[src/hw/rtl/fcp_pkg.sv]
// shared types, tag codes and helpers for the fcp tlv stream parser
// depends on nothing; used by the parser core, the result queue and the top
`default_nettype none

package fcp_pkg;

   // default number of value bytes kept in value_head
   localparam int HEAD_BYTES_DEFAULT = 8;

   // result queue geometry
   localparam int FIFO_DEPTH = 4;
   localparam int FIFO_PTR_W = $clog2(FIFO_DEPTH);
   localparam int FIFO_CNT_W = $clog2(FIFO_DEPTH + 1);

   // result kinds
   localparam logic KIND_ELEMENT = 1'b0;
   localparam logic KIND_SUMMARY = 1'b1;

   // container tags
   localparam logic [7:0] TAG_WRAPPER  = 8'h62;
   localparam logic [7:0] TAG_TEMPLATE = 8'hA5;

   // top-level element tags
   localparam logic [7:0] TAG_FILE_LEN = 8'h80;
   localparam logic [7:0] TAG_DESC     = 8'h82;
   localparam logic [7:0] TAG_FID      = 8'h83;
   localparam logic [7:0] TAG_NAME     = 8'h84;
   localparam logic [7:0] TAG_SFI      = 8'h88;
   localparam logic [7:0] TAG_LCS      = 8'h8A;
   localparam logic [7:0] TAG_SEC_ARF  = 8'h8B;

   // template element tags
   localparam logic [7:0] TAG_INNER    = 8'h81;
   localparam logic [7:0] TAG_KEY_85   = 8'h85;
   localparam logic [7:0] TAG_KEY_86   = 8'h86;
   localparam logic [7:0] TAG_KEY_87   = 8'h87;
   localparam logic [7:0] TAG_KEY_89   = 8'h89;
   localparam logic [7:0] TAG_KEY_8E   = 8'h8E;

   // file type byte codes
   localparam logic [7:0] FT_KEY_A = 8'h11;
   localparam logic [7:0] FT_KEY_B = 8'h51;
   localparam logic [7:0] FT_DIR_A = 8'h38;
   localparam logic [7:0] FT_DIR_B = 8'h78;
   localparam logic [7:0] FT_BIN_A = 8'h01;
   localparam logic [7:0] FT_BIN_B = 8'h41;

   // parser phase, one-hot
   typedef enum logic [2:0] {
      PH_TAG = 3'b001,
      PH_LEN = 3'b010,
      PH_VAL = 3'b100
   } fcp_phase_type;

   // one result item
   typedef struct packed {
      logic        kind;
      logic [7:0]  tag_code;
      logic        in_template;
      logic [7:0]  value_length;
      logic [63:0] value_head;
      logic [15:0] file_id;
      logic [15:0] file_bytes;
      logic        is_dir_file;
      logic        is_binary_file;
      logic        is_key_file;
      logic        truncated;
      logic        run_last;
   } fcp_result_type;

   // everything one input byte produces
   typedef struct packed {
      logic [1:0]     count;
      fcp_result_type first;
      fcp_result_type second;
   } fcp_step_type;

   // is this tag reported as an element
   function automatic logic tag_known(input logic [7:0] tag, input logic inner,
                                      input logic keyset);
      logic hit;
      hit = 1'b0;
      if (!inner) begin
         hit = (tag == TAG_FILE_LEN) || (tag == TAG_DESC) || (tag == TAG_FID) ||
               (tag == TAG_NAME) || (tag == TAG_SFI) || (tag == TAG_LCS) ||
               (tag == TAG_SEC_ARF);
      end else if (keyset) begin
         hit = (tag == TAG_KEY_85) || (tag == TAG_KEY_86) || (tag == TAG_KEY_87) ||
               (tag == TAG_KEY_89) || (tag == TAG_SEC_ARF) || (tag == TAG_KEY_8E);
      end else begin
         hit = (tag == TAG_INNER);
      end
      return hit;
   endfunction

endpackage

`default_nettype wire

[src/hw/rtl/fcp_ifs.sv]
// valid/ready channel interfaces for the fcp parser: byte input and result output
// depends on fcp_pkg for nothing but sits after it in compile order
`default_nettype none

interface fcp_req_if;
   logic       valid;
   logic       ready;
   logic [7:0] byte_in;
   logic       frame_end;

   modport source (output valid, output byte_in, output frame_end, input ready);
   modport sink (input valid, input byte_in, input frame_end, output ready);
endinterface

interface fcp_rsp_if;
   logic        valid;
   logic        ready;
   logic        kind;
   logic [7:0]  tag_code;
   logic        in_template;
   logic [7:0]  value_length;
   logic [63:0] value_head;
   logic [15:0] file_id;
   logic [15:0] file_bytes;
   logic        is_dir_file;
   logic        is_binary_file;
   logic        is_key_file;
   logic        truncated;
   logic        run_last;

   modport source (output valid, output kind, output tag_code, output in_template,
                   output value_length, output value_head, output file_id,
                   output file_bytes, output is_dir_file, output is_binary_file,
                   output is_key_file, output truncated, output run_last,
                   input ready);
   modport sink (input valid, input kind, input tag_code, input in_template,
                 input value_length, input value_head, input file_id,
                 input file_bytes, input is_dir_file, input is_binary_file,
                 input is_key_file, input truncated, input run_last,
                 output ready);
endinterface

`default_nettype wire

[src/hw/rtl/fcp_tlv_stream_parser.sv]
// top level of the fcp tlv stream parser: byte channel in, result channel out
// depends on fcp_pkg, fcp_ifs, fcp_core and fcp_out_fifo
`default_nettype none

// Parses an FCP response one byte per cycle into tag/length/value elements.
// Every accepted byte updates the parser state in the same cycle and drops its
// results (none, one element, a summary, or an element then a summary on the
// final byte) into a four-entry result queue. A byte is taken whenever the queue
// has room for two results, so bytes flow one per cycle while the result side
// keeps up; results leave one per cycle while the result side is ready, and
// the only stall source is a queue without room for two results. Results
// are registered in the queue. The byte marked frame_end ends the frame and
// the parser returns to its reset state for the next one.
module fcp_tlv_stream_parser #(
   parameter int HEAD_BYTES = fcp_pkg::HEAD_BYTES_DEFAULT
) (
   input  wire        clock,
   input  wire        reset,
   fcp_req_if.sink    req_chan,
   fcp_rsp_if.source  rsp_chan
);

   fcp_pkg::fcp_step_type   step_res;
   fcp_pkg::fcp_result_type head_res;
   logic                    room;
   logic                    accept;
   logic                    out_valid;

   assign req_chan.ready = room;
   assign accept         = req_chan.valid && room;

   // parser
   fcp_core #(
      .HEAD_BYTES (HEAD_BYTES)
   ) u_core (
      .clock     (clock),
      .reset     (reset),
      .step      (accept),
      .byte_in   (req_chan.byte_in),
      .frame_end (req_chan.frame_end),
      .result    (step_res)
   );

   // result queue
   fcp_out_fifo u_fifo (
      .clock    (clock),
      .reset    (reset),
      .push     (accept),
      .wr_data  (step_res),
      .room     (room),
      .rd_valid (out_valid),
      .rd_ready (rsp_chan.ready),
      .rd_data  (head_res)
   );

   // result channel
   assign rsp_chan.valid          = out_valid;
   assign rsp_chan.kind           = head_res.kind;
   assign rsp_chan.tag_code       = head_res.tag_code;
   assign rsp_chan.in_template    = head_res.in_template;
   assign rsp_chan.value_length   = head_res.value_length;
   assign rsp_chan.value_head     = head_res.value_head;
   assign rsp_chan.file_id        = head_res.file_id;
   assign rsp_chan.file_bytes     = head_res.file_bytes;
   assign rsp_chan.is_dir_file    = head_res.is_dir_file;
   assign rsp_chan.is_binary_file = head_res.is_binary_file;
   assign rsp_chan.is_key_file    = head_res.is_key_file;
   assign rsp_chan.truncated      = head_res.truncated;
   assign rsp_chan.run_last       = head_res.run_last;

   // a frame-ending byte always leaves a result queued
   a_frame_end_result: assert property (@(posedge clock) disable iff (reset)
      (req_chan.valid && req_chan.ready && req_chan.frame_end) |=> rsp_chan.valid)
      else $error("no result queued after frame end");

   // input stalls only while results are pending
   a_stall_pending: assert property (@(posedge clock) disable iff (reset)
      !req_chan.ready |-> rsp_chan.valid)
      else $error("input stalled with empty result queue");

   // a summary is always the last result of its byte
   a_summary_last: assert property (@(posedge clock) disable iff (reset)
      (rsp_chan.valid && rsp_chan.kind == fcp_pkg::KIND_SUMMARY) |-> rsp_chan.run_last)
      else $error("summary not marked as last result");

endmodule

`default_nettype wire

[src/hw/rtl/fcp_core.sv]
// tlv parser state and single-byte step logic; produces up to two results per byte
// depends on fcp_pkg
`default_nettype none

module fcp_core #(
   parameter int HEAD_BYTES = fcp_pkg::HEAD_BYTES_DEFAULT
) (
   input  wire                  clock,
   input  wire                  reset,
   input  wire                  step,
   input  wire  [7:0]           byte_in,
   input  wire                  frame_end,
   output fcp_pkg::fcp_step_type result
);

   // parser state
   fcp_pkg::fcp_phase_type phase_ff, phase_in;
   logic [7:0]  tag_ff, tag_in;
   logic [7:0]  len_ff, len_in;
   logic [7:0]  left_ff, left_in;
   logic        inside_ff, inside_in;
   logic [7:0]  tleft_ff, tleft_in;
   logic        tkey_ff, tkey_in;
   logic [63:0] head_ff, head_in;
   logic        keyseen_ff, keyseen_in;
   logic [15:0] id_ff, id_in;
   logic [15:0] size_ff, size_in;
   logic [7:0]  type_ff, type_in;
   logic        tpres_ff, tpres_in;
   logic        overrun_ff, overrun_in;

   logic        done;
   logic        elem_hit;
   logic [7:0]  pos;
   logic [7:0]  left_dec;
   fcp_pkg::fcp_result_type elem_res;
   fcp_pkg::fcp_result_type sum_res;

   assign pos      = len_ff - left_ff;
   assign left_dec = left_ff - 8'd1;

   // next state for one byte
   always_comb begin
      phase_in   = phase_ff;
      tag_in     = tag_ff;
      len_in     = len_ff;
      left_in    = left_ff;
      inside_in  = inside_ff;
      tleft_in   = inside_ff ? (tleft_ff - 8'd1) : tleft_ff;
      tkey_in    = tkey_ff;
      head_in    = head_ff;
      keyseen_in = keyseen_ff;
      id_in      = id_ff;
      size_in    = size_ff;
      type_in    = type_ff;
      tpres_in   = tpres_ff;
      overrun_in = overrun_ff;
      done       = 1'b0;

      unique case (phase_ff)
         fcp_pkg::PH_LEN: begin
            len_in   = byte_in;
            left_in  = byte_in;
            head_in  = '0;
            phase_in = fcp_pkg::PH_TAG;
            if (!inside_ff && tag_ff == fcp_pkg::TAG_WRAPPER) begin
               // wrapper body is parsed in place
            end else if (!inside_ff && tag_ff == fcp_pkg::TAG_TEMPLATE) begin
               if (byte_in != 8'd0) begin
                  inside_in = 1'b1;
                  tleft_in  = byte_in;
                  tkey_in   = keyseen_ff;
               end
            end else begin
               if (!inside_ff) begin
                  if (tag_ff == fcp_pkg::TAG_FILE_LEN) size_in = '0;
                  if (tag_ff == fcp_pkg::TAG_FID) id_in = '0;
                  if (tag_ff == fcp_pkg::TAG_DESC) begin
                     type_in    = '0;
                     tpres_in   = (byte_in != 8'd0);
                     keyseen_in = 1'b0;
                  end
               end
               if (byte_in == 8'd0) done = 1'b1;
               else phase_in = fcp_pkg::PH_VAL;
            end
         end
         fcp_pkg::PH_VAL: begin
            if (pos < 8'(HEAD_BYTES)) head_in = {head_ff[55:0], byte_in};
            if (!inside_ff) begin
               if (tag_ff == fcp_pkg::TAG_FILE_LEN) begin
                  if (pos == 8'd0) size_in = {byte_in, 8'h00};
                  else if (pos == 8'd1) size_in = size_ff | {8'h00, byte_in};
               end else if (tag_ff == fcp_pkg::TAG_FID) begin
                  if (pos == 8'd0) id_in = {byte_in, 8'h00};
                  else if (pos == 8'd1) id_in = id_ff | {8'h00, byte_in};
               end else if (tag_ff == fcp_pkg::TAG_DESC && pos == 8'd0) begin
                  type_in    = byte_in;
                  keyseen_in = (byte_in == fcp_pkg::FT_KEY_A) ||
                               (byte_in == fcp_pkg::FT_KEY_B);
               end
            end
            left_in = left_dec;
            if (left_dec == 8'd0) begin
               phase_in = fcp_pkg::PH_TAG;
               done     = 1'b1;
            end
         end
         fcp_pkg::PH_TAG: begin
            tag_in   = byte_in;
            phase_in = fcp_pkg::PH_LEN;
         end
         default: begin
            phase_in = fcp_pkg::PH_TAG;
         end
      endcase

      // element reported before the template end check
      elem_hit = done && fcp_pkg::tag_known(tag_ff, inside_ff, tkey_in);

      // template closes: drop an unfinished inner element
      if (inside_ff && tleft_in == 8'd0) begin
         if (phase_in != fcp_pkg::PH_TAG) begin
            overrun_in = 1'b1;
            phase_in   = fcp_pkg::PH_TAG;
         end
         inside_in = 1'b0;
      end
   end

   // element result
   always_comb begin
      elem_res              = '0;
      elem_res.kind         = fcp_pkg::KIND_ELEMENT;
      elem_res.tag_code     = tag_ff;
      elem_res.in_template  = inside_ff;
      elem_res.value_length = len_in;
      elem_res.value_head   = head_in;
      elem_res.run_last     = !frame_end;
   end

   // end-of-frame summary
   always_comb begin
      sum_res                = '0;
      sum_res.kind           = fcp_pkg::KIND_SUMMARY;
      sum_res.file_id        = id_in;
      sum_res.file_bytes     = size_in;
      sum_res.is_dir_file    = tpres_in && ((type_in == fcp_pkg::FT_DIR_A) ||
                                            (type_in == fcp_pkg::FT_DIR_B));
      sum_res.is_binary_file = tpres_in && ((type_in == fcp_pkg::FT_BIN_A) ||
                                            (type_in == fcp_pkg::FT_BIN_B));
      sum_res.is_key_file    = tpres_in && ((type_in == fcp_pkg::FT_KEY_A) ||
                                            (type_in == fcp_pkg::FT_KEY_B));
      sum_res.truncated      = overrun_in || (phase_in != fcp_pkg::PH_TAG) || inside_in;
      sum_res.run_last       = 1'b1;
   end

   // pack results in order
   always_comb begin
      result.count  = {1'b0, elem_hit} + {1'b0, frame_end};
      result.first  = elem_hit ? elem_res : sum_res;
      result.second = sum_res;
   end

   // state registers; frame end returns to reset state
   always_ff @(posedge clock) begin
      if (reset || (step && frame_end)) begin
         phase_ff   <= fcp_pkg::PH_TAG;
         tag_ff     <= '0;
         len_ff     <= '0;
         left_ff    <= '0;
         inside_ff  <= 1'b0;
         tleft_ff   <= '0;
         tkey_ff    <= 1'b0;
         head_ff    <= '0;
         keyseen_ff <= 1'b0;
         id_ff      <= '0;
         size_ff    <= '0;
         type_ff    <= '0;
         tpres_ff   <= 1'b0;
         overrun_ff <= 1'b0;
      end else if (step) begin
         phase_ff   <= phase_in;
         tag_ff     <= tag_in;
         len_ff     <= len_in;
         left_ff    <= left_in;
         inside_ff  <= inside_in;
         tleft_ff   <= tleft_in;
         tkey_ff    <= tkey_in;
         head_ff    <= head_in;
         keyseen_ff <= keyseen_in;
         id_ff      <= id_in;
         size_ff    <= size_in;
         type_ff    <= type_in;
         tpres_ff   <= tpres_in;
         overrun_ff <= overrun_in;
      end
   end

endmodule

`default_nettype wire

[src/hw/rtl/fcp_out_fifo.sv]
// result queue: takes up to two result items a cycle, hands out one while the reader is ready
// depends on fcp_pkg
`default_nettype none

module fcp_out_fifo (
   input  wire                     clock,
   input  wire                     reset,
   input  wire                     push,
   input  fcp_pkg::fcp_step_type   wr_data,
   output logic                    room,
   output logic                    rd_valid,
   input  wire                     rd_ready,
   output fcp_pkg::fcp_result_type rd_data
);

   localparam int PW = fcp_pkg::FIFO_PTR_W;
   localparam int CW = fcp_pkg::FIFO_CNT_W;

   fcp_pkg::fcp_result_type mem_ff [fcp_pkg::FIFO_DEPTH];
   logic [PW-1:0] wr_ptr_ff, wr_ptr_in;
   logic [PW-1:0] rd_ptr_ff, rd_ptr_in;
   logic [CW-1:0] cnt_ff, cnt_in;
   logic [CW-1:0] n_push;
   logic          pop;
   logic [PW-1:0] wr_ptr_nx;

   // status
   assign room      = (cnt_ff <= CW'(fcp_pkg::FIFO_DEPTH - 2));
   assign rd_valid  = (cnt_ff != '0);
   assign pop       = rd_valid && rd_ready;
   assign rd_data   = mem_ff[rd_ptr_ff];
   assign n_push    = push ? CW'(wr_data.count) : '0;
   assign wr_ptr_nx = wr_ptr_ff + PW'(1);

   // pointer and fill update
   always_comb begin
      wr_ptr_in = wr_ptr_ff + PW'(n_push);
      rd_ptr_in = pop ? (rd_ptr_ff + PW'(1)) : rd_ptr_ff;
      cnt_in    = cnt_ff + n_push - CW'(pop);
   end

   always_ff @(posedge clock) begin
      if (reset) begin
         wr_ptr_ff <= '0;
         rd_ptr_ff <= '0;
         cnt_ff    <= '0;
      end else begin
         wr_ptr_ff <= wr_ptr_in;
         rd_ptr_ff <= rd_ptr_in;
         cnt_ff    <= cnt_in;
      end
   end

   // storage writes
   always_ff @(posedge clock) begin
      if (n_push != '0) mem_ff[wr_ptr_ff] <= wr_data.first;
      if (n_push == CW'(2)) mem_ff[wr_ptr_nx] <= wr_data.second;
   end

endmodule

`default_nettype wire
[src/flat_wrapper.sv]
// flat-port wrapper written by rule: the top's interface ports become plain ports
module fcp_tlv_stream_parser_flat 
#(
   parameter int HEAD_BYTES = fcp_pkg::HEAD_BYTES_DEFAULT
)
  (clock, reset, req_chan_valid, req_chan_byte_in, req_chan_frame_end, req_chan_ready, rsp_chan_valid, rsp_chan_kind, rsp_chan_tag_code, rsp_chan_in_template, rsp_chan_value_length, rsp_chan_value_head, rsp_chan_file_id, rsp_chan_file_bytes, rsp_chan_is_dir_file, rsp_chan_is_binary_file, rsp_chan_is_key_file, rsp_chan_truncated, rsp_chan_run_last, rsp_chan_ready);
  fcp_req_if req_chan_i ();
  fcp_rsp_if rsp_chan_i ();
  input  wire clock;
  input  wire reset;
  input wire logic [$bits(req_chan_i.valid)-1:0] req_chan_valid;
  input wire logic [$bits(req_chan_i.byte_in)-1:0] req_chan_byte_in;
  input wire logic [$bits(req_chan_i.frame_end)-1:0] req_chan_frame_end;
  output wire logic [$bits(req_chan_i.ready)-1:0] req_chan_ready;
  output wire logic [$bits(rsp_chan_i.valid)-1:0] rsp_chan_valid;
  output wire logic [$bits(rsp_chan_i.kind)-1:0] rsp_chan_kind;
  output wire logic [$bits(rsp_chan_i.tag_code)-1:0] rsp_chan_tag_code;
  output wire logic [$bits(rsp_chan_i.in_template)-1:0] rsp_chan_in_template;
  output wire logic [$bits(rsp_chan_i.value_length)-1:0] rsp_chan_value_length;
  output wire logic [$bits(rsp_chan_i.value_head)-1:0] rsp_chan_value_head;
  output wire logic [$bits(rsp_chan_i.file_id)-1:0] rsp_chan_file_id;
  output wire logic [$bits(rsp_chan_i.file_bytes)-1:0] rsp_chan_file_bytes;
  output wire logic [$bits(rsp_chan_i.is_dir_file)-1:0] rsp_chan_is_dir_file;
  output wire logic [$bits(rsp_chan_i.is_binary_file)-1:0] rsp_chan_is_binary_file;
  output wire logic [$bits(rsp_chan_i.is_key_file)-1:0] rsp_chan_is_key_file;
  output wire logic [$bits(rsp_chan_i.truncated)-1:0] rsp_chan_truncated;
  output wire logic [$bits(rsp_chan_i.run_last)-1:0] rsp_chan_run_last;
  input wire logic [$bits(rsp_chan_i.ready)-1:0] rsp_chan_ready;
  assign req_chan_i.valid = req_chan_valid;
  assign req_chan_i.byte_in = req_chan_byte_in;
  assign req_chan_i.frame_end = req_chan_frame_end;
  assign req_chan_ready = req_chan_i.ready;
  assign rsp_chan_valid = rsp_chan_i.valid;
  assign rsp_chan_kind = rsp_chan_i.kind;
  assign rsp_chan_tag_code = rsp_chan_i.tag_code;
  assign rsp_chan_in_template = rsp_chan_i.in_template;
  assign rsp_chan_value_length = rsp_chan_i.value_length;
  assign rsp_chan_value_head = rsp_chan_i.value_head;
  assign rsp_chan_file_id = rsp_chan_i.file_id;
  assign rsp_chan_file_bytes = rsp_chan_i.file_bytes;
  assign rsp_chan_is_dir_file = rsp_chan_i.is_dir_file;
  assign rsp_chan_is_binary_file = rsp_chan_i.is_binary_file;
  assign rsp_chan_is_key_file = rsp_chan_i.is_key_file;
  assign rsp_chan_truncated = rsp_chan_i.truncated;
  assign rsp_chan_run_last = rsp_chan_i.run_last;
  assign rsp_chan_i.ready = rsp_chan_ready;
  fcp_tlv_stream_parser #(.HEAD_BYTES(HEAD_BYTES)) u_core (.clock(clock), .reset(reset), .req_chan(req_chan_i), .rsp_chan(rsp_chan_i));
endmodule
[config.mk]
export PLATFORM = sky130hd
export DESIGN_NAME = fcp_tlv_stream_parser_flat
export DESIGN_NICKNAME = d
export VERILOG_FILES = /design/src/hw/rtl/fcp_pkg.sv /design/src/hw/rtl/fcp_ifs.sv /design/src/hw/rtl/fcp_tlv_stream_parser.sv /design/src/hw/rtl/fcp_core.sv /design/src/hw/rtl/fcp_out_fifo.sv /design/src/flat_wrapper.sv
export SDC_FILE = /design/constraint.sdc
export NUM_CORES = 1
export LEC_CHECK = 0
export BUFFER_PORTS_ARGS = -buffer_cell sky130_fd_sc_hd__buf_2
export CAP_MARGIN = 5
export CORE_ASPECT_RATIO = 1.75
export CORE_MARGIN = 2
export CORE_UTILIZATION = 50
export DETAILED_ROUTE_END_ITERATION = 8
export PLACE_DENSITY = 0.77
export SLEW_MARGIN = 20
export SYNTH_ARGS = -nofsm -noshare
export SYNTH_HDL_FRONTEND = slang
export SYNTH_SLANG_ARGS = --single-unit
[constraint.sdc]
create_clock -name clock -period 7 [get_ports clock]
set_clock_uncertainty 0.15 [all_clocks]
set_input_delay 1.75 -clock clock [delete_from_list [all_inputs] [get_ports clock]]
set_output_delay 1.75 -clock clock [all_outputs]
set_load 0.01 [all_outputs]
After elaboration in Yosys (flattened, before gate mapping)
Memories as Yosys holds them, arrays and structs flattened. A register that Yosys moved wholly into a read port is not among the register bits.
Cells that the tools add are included.

storage, ports and cells
  word-level logic and storage cells = 195
  bits in latches = 0
  output and inout port bits = 121
  input bits = 13
  memories = 1
  ROM bits = 0
  bits in registers = 151
  bits in writable memories = 476

memory list
  memory                depth  width  rd ports  clocked after memory_dff  wr ports  line                source
  u_core.u_fifo.mem_ff  4      119    1         1                         2         fcp_out_fifo.sv:19  fcp_pkg::fcp_result_type mem_ff [fcp_pkg::FIFO_DEPTH];

cells by class
  $add $sub $neg = 9
  multiplexer cells = 84
  divide/modulo/power cells = 0
  bitwise operators = 2
  shift-type cells = 0
  magnitude comparators = 2
  equal/unequal tests = 38
  reductions and logical operators = 42
  multiply operators = 0

operators by type and width
  kind                                                number
  2-to-1 mux 16 bit                                   17
  case mux 64 bit (2 select lines)                    1
  2-to-1 mux 119 bit                                  1
  == test 8 bit, second input constant                14
  2-to-1 mux 8 bit                                    14
  2-to-1 mux 64 bit                                   1
  case mux 16 bit (2 select lines)                    2
  == test 8 x 7 -> 1 bit, second input constant       5
  2-to-1 mux 1 bit                                    34
  zero test 8 bit                                     4
  bitwise OR 16 x 8 -> 16 bit                         2
  case mux 8 bit (2 select lines)                     2
  logical OR 1 bit                                    18
  2-to-1 mux 3 bit                                    6
  == test 8 x 1 -> 1 bit, second input constant       2
  == test 8 x 5 -> 1 bit, second input constant       2
  inequality test 2 bit, second input constant        8
  subtractor 8 x 1 -> 8 bit, second input constant    2
  logical AND 1 bit                                   11
  AND reduction 10 bit                                1
  case mux 3 bit (3 select lines)                     1
  == test 8 x 6 -> 1 bit, second input constant       1
  < comparator 8 x 4 -> 1 bit, second input constant  1
  nonzero test 8 bit                                  1
  18 further kinds                                    26

Longest topological paths before layout
Gate-level depths: netlist of the first run.

  word-level depth = 14
  mapped depth = 18
  mapped depth without buffers = 17

Modules after synthesis
From an unflattened synthesis of the first run, not the netlist that was laid out.

unflattened totals
  cell total of the unflattened synthesis = 2,400
  area total of the unflattened synthesis = 32,716.4 sq um

modules (own cells, without submodules)
  module                 instances  sequential area each (sq um)  area each (sq um)  cells each
  fcp_out_fifo           1          14,473.9                      23,779.1           1,205
  fcp_core               1          2,862.7                       8,931.1            1,194
  fcp_tlv_stream_parser  1          0.0                           6.3                1

Worst setup path before layout of the first run
No wires, ideal clock.

  path type = input to register
  start point = in req_chan_byte_in[2]
  end point = mem u_core.u_fifo.mem_ff[1][10] (netlist name) (enable)
  path buffers = 4
  arrival time = 5,073 ps
  slack = 1,387 ps
  stages = 12
  required time = 6,459 ps
  setup time = 391 ps
  cell sequence = clkbuf_1 -> or3_1 -> nor4_2 -> nand2_1 -> a211oi_2 -> ha_1 -> clkbuf_1 -> o21ai_0 -> or3_1 -> clkbuf_1 -> clkbuf_1 -> inv_1

RTL lines
  item                line                source
  start: declaration  flat_wrapper.sv:12  input wire logic [$bits(req_chan_i.byte_in)-1:0] req_chan_byte_in;
  end: declaration    fcp_out_fifo.sv:19

==> reports/metrics.csv, run 1 <==
stage,metric,value,unit
status,outcome,"finished, final reports clean",
sta,final setup TNS,0,ps
setup_path,Critical Path End Type,register,
yosys,Post-synth top cells,"484 x dfxtp_1, 474 x nand2_1, 402 x o21ai_0",
setup_path,crit-path cells,buf_2 -> or3_1 -> nor4_2 -> nand2_1 -> a211oi_2 -> ha_1 -> nor2_1 -> nor2_1 -> o21ai_4 -> inv_1 -> buf_4,
yosys,synthesized cell area,0.0261,sq mm
finish,# nets final,2691,
hold_path,HP Class,reg2reg,
placed_design,Port Buf Inserts,133,
global_routing,gr usage total,0.266,
global_routing,initial antenna violation count,6,
yosys,Yosys cell types,78,
yosys,post-synth top area share,0.371,
sta,Fmax achieved,0.176,GHz
finish,share of cells above drive strength 1,0.157,
setup_path,Critical R2R Capture,u_core.u_fifo.mem_ff[2][14]$_DFFE_PP_,
detailed_routing,wire length per cell,21.4,um
clocking,clock transition at the registers of the reported paths,70,ps
floorplanning,die extent in x,177,um
setup_path,Critical R2R Launch,u_core.u_core.left_ff[1]$_SDFFE_PP0P_,
job,Max-cap violations,0,
yosys,number of flops mapped to enable cells by yosys,144,
detailed_routing,initial DRC count,1970,
hold_path,HP Start,u_core.u_fifo.mem_ff[3][117]$_SDFFE_PP0P_,
clocking,root buf cell,clkbuf_16,
sta,"Min Clock Period, post-route",5670,ps
floorplanning,# IOs,134,
yosys,ys flop type,dfxtp_1,
placed_design,dpl hpwl,44300,um
setup_path,Critical Path Stages,11,
setup_path,Top delay family on crit path,simple AND/OR/NAND/NOR gates,
power_and_ir_drop,Leakage,10.1,nW
power_and_ir_drop,total power,8.86,mW
setup_path,reg2reg setup slack,1600,ps
yosys,#FFs+latches synth,628,
sta,Worst Tran Pin Value,1050,ps
setup_path,required time worst endpoint,7080,ps
yosys,fraction of registers with async set/reset,0,
clocking,H-tree depth,2,
floorplanning,Die ar.,0.0541,sq mm
sta,final hold vios,0,
sta,Rel. slew slack,0.297,
setup_path,Buf/Inv on CP,3,
detailed_routing,"antenna viol nets, final",0,
floorplanning,num rows,110,
clocking,CTS Sinks,628,
sta,Final setup viols,0,
yosys,"count leader, synth",dfxtp_1,
finish,synthesis-to-finish area growth,11.9,%
detailed_routing,Vias per Instance,6.16,
placed_design,pre-CTS setup slack,740,ps
sta,Tcrit/Tclk final,0.810,
setup_path,critical path type,in2reg,
yosys,"Seq/Total Area, Yosys",0.537,
detailed_routing,WL final,72500,um
detailed_routing,DR vias,20800,
hold_path,hold endpoint,u_core.u_fifo.mem_ff[3][117]$_SDFFE_PP0P_,
clocking,post_cts resized,0,
global_routing,largest net degree at the start of global routing,118,
floorplanning,core area,0.0515,sq mm
detailed_routing,DRC,0,
yosys,leading area contributor after synthesis,dfxtp_1,
clocking,CTS tree,done,
global_routing,number of global-route vias before repair,21000,
yosys,top post-synthesis cells by area,"dfxtp_1 37%, edfxtp_1 17%, mux4_2 10%",
clocking,Worst-Skew Late Latency,610,ps
setup_path,crit start category,input pin,
sta,final worst slack,1330,ps
power_and_ir_drop,VDD IR max,0.233,mV
yosys,Gate Count Post-Synth,2649,
power_and_ir_drop,power per standard cell area,304,mW/mm^2
yosys,Ys Warns,0,
floorplanning,starting density of the core,0.507,
sta,Slew Limit Fails,0,
detailed_routing,drt pass-1 iters,8,
setup_path,Register-to-Register Path Depth,13,
setup_path,"most used cell, CP",nor2_1,
finish,fillcell total,4411,
setup_path,Crit Path Max Fanout,36,
hold_path,hold depth,2,
clocking,number of setup buffers added after CTS,0,
yosys,syn avg cell area,9.85,sq um
setup_path,CP peak stage delay,690,ps
clocking,TritonCTS Buffers,53,
yosys,syn_nets,2679,
setup_path,CP max-delay cell,nor2_1,
floorplanning,DIE HEIGHT,306,um
placed_design,Final Wtd Congestion,0.882,
global_routing,Overflow after GRT,0,
clocking,Hold Buf Count CTS,0,
sta,RSZ-0062 raised after global routing,no,
global_routing,global-route wire length before repair,114000,um
clocking,Clock Path Buffers,3,
setup_path,worst path arrival time,5750,ps
==> layout make-up <==
class,count,area (sq um),area share
antenna,4,10.0,0.000343
timing repair buffer,171,1000,0.0343
multi-input combinational,1772,11200,0.384
inverter,35,131,0.00450
tap,672,841,0.0288
sequential,628,14000,0.480
clock inverter,28,444,0.0152
clock buffer,71,1550,0.0531
==> placed cells by master (no fill, tap or decap), drive strengths merged, types with 18 or more instances in the layout <==
cell / count
a31oi: 71
nor2: 215
dfxtp: 484
a22o: 27
and2: 18
mux4: 119
clkbuf: 71
o21ai: 407
edfxtp: 144
nor3: 19
buf: 171
nand2: 474
a22oi: 18
a21oi: 209
inv: 38
==> per-stage QoR <==
| stage | hold slack, ps | instance area, sq um | utilization | cells |
|---|---|---|---|---|
| floorplan | 260 | 26100 | - | 2649 |
| detailed placement | 279 | 27200 | 0.528 | 3278 |
| CTS | 289 | 29200 | 0.567 | 3377 |
| finish | 288 | 29200 | 0.567 | 3381 |
| global route | 305 | 29200 | 0.567 | 3380 |
| global placement | 271 | 27200 | 0.528 | 3278 |
==> power breakdown <==
group / internal (mW) / switching, mW
Clock: 1.94 / 1.38
Sequential: 3.86 / 0.134
Combinational: 0.532 / 1.02
==> logic make-up (layout without fill, tap and decap cells) <==
family          after synthesis  in the layout  share of synthesized area
xor+xnor                     12             12                    0.00403
simple gates                818            818                      0.135
compound gates              788            788                      0.169
other cells                   0              4                          0
flops                       628            628                      0.537
buf+inv                     249            305                     0.0376
mux                         137            137                      0.110
fa+ha+maj                    17             17                    0.00872
==> state kept, by name (all words and copies together) (netlist names), 2 cells and up, named ones only <==
signal,flops
u_core.u_core.left_ff,8
u_core.u_core.head_ff,64
u_core.u_core.len_ff,8
u_core.u_fifo.wr_ptr_ff,2
u_core.u_core.phase_ff,3
u_core.u_fifo.rd_ptr_ff,2
u_core.u_core.type_ff,7
u_core.u_fifo.mem_ff,476
u_core.u_fifo.cnt_ff,3
u_core.u_core.tag_ff,8
u_core.u_core.tleft_ff,8
u_core.u_core.id_ff,16
u_core.u_core.size_ff,16
==> worst max-delay path by stage <==
stage                        startpoint                                        to
floorplan           req_chan_byte_in[2]     u_core.u_fifo.mem_ff[1][10]$_DFFE_PP_
global placement    req_chan_byte_in[7]     u_core.u_fifo.mem_ff[2][17]$_DFFE_PP_
detailed placement  req_chan_byte_in[7]  u_core.u_fifo.mem_ff[0][56]$_SDFFE_PP0P_
CTS                 req_chan_byte_in[7]     u_core.u_fifo.mem_ff[2][14]$_DFFE_PP_
global route        req_chan_byte_in[7]  u_core.u_fifo.mem_ff[0][55]$_SDFFE_PP0P_
finish              req_chan_byte_in[2]     u_core.u_fifo.mem_ff[2][14]$_DFFE_PP_
==> worst register-to-register path, cell delays in order, from the launching register on <==
cell      delay, ps
dfxtp_1         330
inv_1           190
ha_1            280
or3b_1          410
nor3_1          210
xnor2_1         290
nand4_1         190
a211oi_2        570
ha_1            430
nor2_1          100
nor2_1          690
o21ai_4         500
inv_1           180
buf_4           500
==> routing by layer <==
| layer | GRT usage | vias up | share of wire |
|---|---|---|---|
| met2 | 0.474 | 896 | 0.52 |
| li1 | - | 9482 | - |
| met5 | 0 | - | 0.00032 |
| met3 | 0.0348 | 237 | 0.059 |
| met1 | 0.298 | 10200 | 0.36 |
| met4 | 0.165 | 4 | 0.062 |
Power figures use the tool's default switching activity.
==> run 2, diff against run 1 <==
Settings changed: PLACE_DENSITY 0.77 to 0.8.
Clock period 7 ns to 4.7 ns, I/O delays scaled along.
==> run 2 against run 1 <==
Wire length shrank 0.86%. Via count is 0.74% higher. Hold slack improved by 5.6 ps. First-iteration DRC count rose by 13%. Global-route usage decreased by 0.21 points. Cell count increased by 0.41%. Non-clock buffer count is 16 higher. Total power grew 47%. Sequential cell count unchanged. Combinational power up 52%. Register-to-register slack got worse by 1300 ps.
==> reports/metrics.csv, run 2 (synthesized netlist as in run 1, its figures left out) <==
stage,metric,value,unit
status,outcome,"finished, final reports clean",
detailed_routing,drt pass-1 iters,5,
power_and_ir_drop,Net Sw Frac,0.290,
global_routing,initial antenna violation count,2,
power_and_ir_drop,Gate power share,0.180,
power_and_ir_drop,Reg power frac,0.457,
finish,"most common cell after layout, fill and taps aside",dfxtp_1,
clocking,H-tree depth,2,
finish,max reg flops,476,
sta,Rel. slew slack,0.411,
hold_path,HP Start,u_core.u_fifo.mem_ff[1][117]$_SDFFE_PP0P_,
sta,Tcrit/Tclk final,0.927,
power_and_ir_drop,Clock power frac,0.363,
clocking,Hold Buf Count CTS,0,
global_routing,global-route wire length before repair,114000,um
finish,largest register by flop count,u_core.u_fifo.mem_ff,
detailed_routing,initial DRC count,2225,
detailed_routing,"antenna viol nets, final",0,
placed_design,dpl hpwl,45400,um
clocking,number of setup buffers added after CTS,0,
setup_path,Crit Path Max Fanout,37,
finish,share of cells above drive strength 1,0.163,
hold_path,HP Class,reg2reg,
setup_path,crit start category,register,
setup_path,required time worst endpoint,5000,ps
placed_design,Port Buf Inserts,133,
finish,# nets final,2707,
global_routing,Overflow after GRT,0,
clocking,CTS tree,done,
sta,RSZ-0062 raised after global routing,no,
sta,Final setup viols,0,
sta,final setup TNS,0,ps
floorplanning,DIE HEIGHT,306,um
clocking,CTS Sinks,628,
detailed_routing,DR vias,21000,
setup_path,crit-path cells,inv_1 -> ha_1 -> or3b_1 -> nor3_1 -> xnor2_1 -> nand4_1 -> a211oi_4 -> ha_1 -> buf_4 -> nor2_1 -> a211oi_1 -> or4_1 -> buf_4 -> nor2_1,
setup_path,CP peak stage delay,520,ps
setup_path,Critical Path End Type,register,
sta,Fmax achieved,0.229,GHz
floorplanning,# IOs,134,
detailed_routing,WL final,71900,um
finish,utilization after layout,0.572,
clocking,post_cts resized,0,
power_and_ir_drop,power per standard cell area,444,mW/mm^2
job,Max-cap violations,0,
global_routing,gr usage total,0.264,
global_routing,number of global-route vias before repair,21300,
detailed_routing,wire length per cell,21.2,um
setup_path,CP max-delay cell,or4_1,
clocking,root buf cell,clkbuf_16,
power_and_ir_drop,VDD IR max,0.413,mV
floorplanning,core area,0.0515,sq mm
finish,Top Registers,"u_core.u_fifo.mem_ff (476), u_core.u_core.head_ff (64)",
sta,Slew Limit Fails,0,
floorplanning,num rows,110,
floorplanning,Die ar.,0.0541,sq mm
setup_path,worst path arrival time,4660,ps
clocking,Clock Path Buffers,3,
setup_path,Critical R2R Launch,u_core.u_core.left_ff[1]$_SDFFE_PP0P_,
sta,"Min Clock Period, post-route",4360,ps
sta,final hold vios,0,
finish,synthesis-to-finish area growth,12.8,%
detailed_routing,DRC,0,
clocking,Worst-Skew Late Latency,620,ps
setup_path,critical path type,reg2reg,
finish,fillcell total,4303,
power_and_ir_drop,Int Pwr,9.27,mW
setup_path,crit path launch,u_core.u_core.left_ff[1]$_SDFFE_PP0P_,
finish,"commonest cells after routing, fill and taps aside","482 x dfxtp_1, 474 x nand2_1, 402 x o21ai_0",
clocking,clock transition at the registers of the reported paths,70,ps
power_and_ir_drop,Leakage,10.1,nW
power_and_ir_drop,NetSw,3.79,mW
clocking,TritonCTS Buffers,53,
detailed_routing,Vias per Instance,6.18,
global_routing,largest net degree at the start of global routing,127,
floorplanning,starting density of the core,0.507,
floorplanning,die extent in x,177,um
sta,Worst Tran Pin Value,875,ps
placed_design,Final Wtd Congestion,0.908,
==> run 2: power groups by stage <==
stage | clock network (mW) | registers, mW | logic, mW
4_1_cts | 4.79 | 5.97 | 2.37
5_1_grt | 4.99 | 5.99 | 2.56
2_1_floorplan | 0 | 5.95 | 1.71
3_5_place_dp | 0 | 6.08 | 2.34
6_report | 4.74 | 5.97 | 2.35
3_3_place_gp | 0 | 6.07 | 2.30
==> run 2: cell type report <==
type | instances | area (sq um) | area share
sequential | 628 | 14000 | 0.476
antenna | 1 | 2.50 | 0.0000850
multi-input combinational | 1772 | 11200 | 0.380
inverter | 35 | 146 | 0.00497
timing repair buffer | 187 | 1310 | 0.0445
tap | 672 | 841 | 0.0286
clock inverter | 27 | 359 | 0.0122
clock buffer | 73 | 1560 | 0.0531
==> run 2: path summary, 6_finish.rpt <==
kind | to | cells past startpoint | slack (ps)
setup / recovery | u_core.u_fifo.mem_ff[2][13]$_DFFE_PP_ | 14 | 340
hold / removal | u_core.u_fifo.mem_ff[1][117]$_SDFFE_PP0P_ | 2 | 290
setup reg to reg | u_core.u_fifo.mem_ff[2][13]$_DFFE_PP_ | 14 | 340
hold reg to reg | u_core.u_fifo.mem_ff[1][117]$_SDFFE_PP0P_ | 2 | 290
==> run 2: routing by layer <==
layer	vias to the layer above	part of all wire	track usage
li1	9510	-	-
met1	10300	0.35	0.287
met2	933	0.53	0.477
met3	244	0.061	0.0358
met4	0	0.065	0.166
met5	-	0	0
==> run 2: worst max-delay path: cells and delay by family (launching register included) <==
family,cells,cell delay [ps]
AND/OR/NAND/NOR,6,1800
AO/OA/AOI/OAI,2,460
adder cells (fa/ha/maj),2,570
XOR/XNOR,1,260
buffers and inverters,3,620
flip-flops,1,340
==> run 2: through the flow <==
| step | instance area, sq um | worst slack [ps] | power [mW] | hold WS, ps | cells |
|---|---|---|---|---|---|
| final | 29400 | 341 | 13.1 | 294 | 3395 |
| after global routing | 29400 | 165 | 13.5 | 305 | 3395 |
| after CTS | 29400 | 397 | 13.1 | 290 | 3394 |
| after detailed placement | 27500 | 53.1 | 8.43 | 281 | 3294 |
| after global placement | 27500 | 159 | 8.37 | 269 | 3294 |
| after floorplan | 26100 | 7.92 | 7.67 | 260 | 2649 |
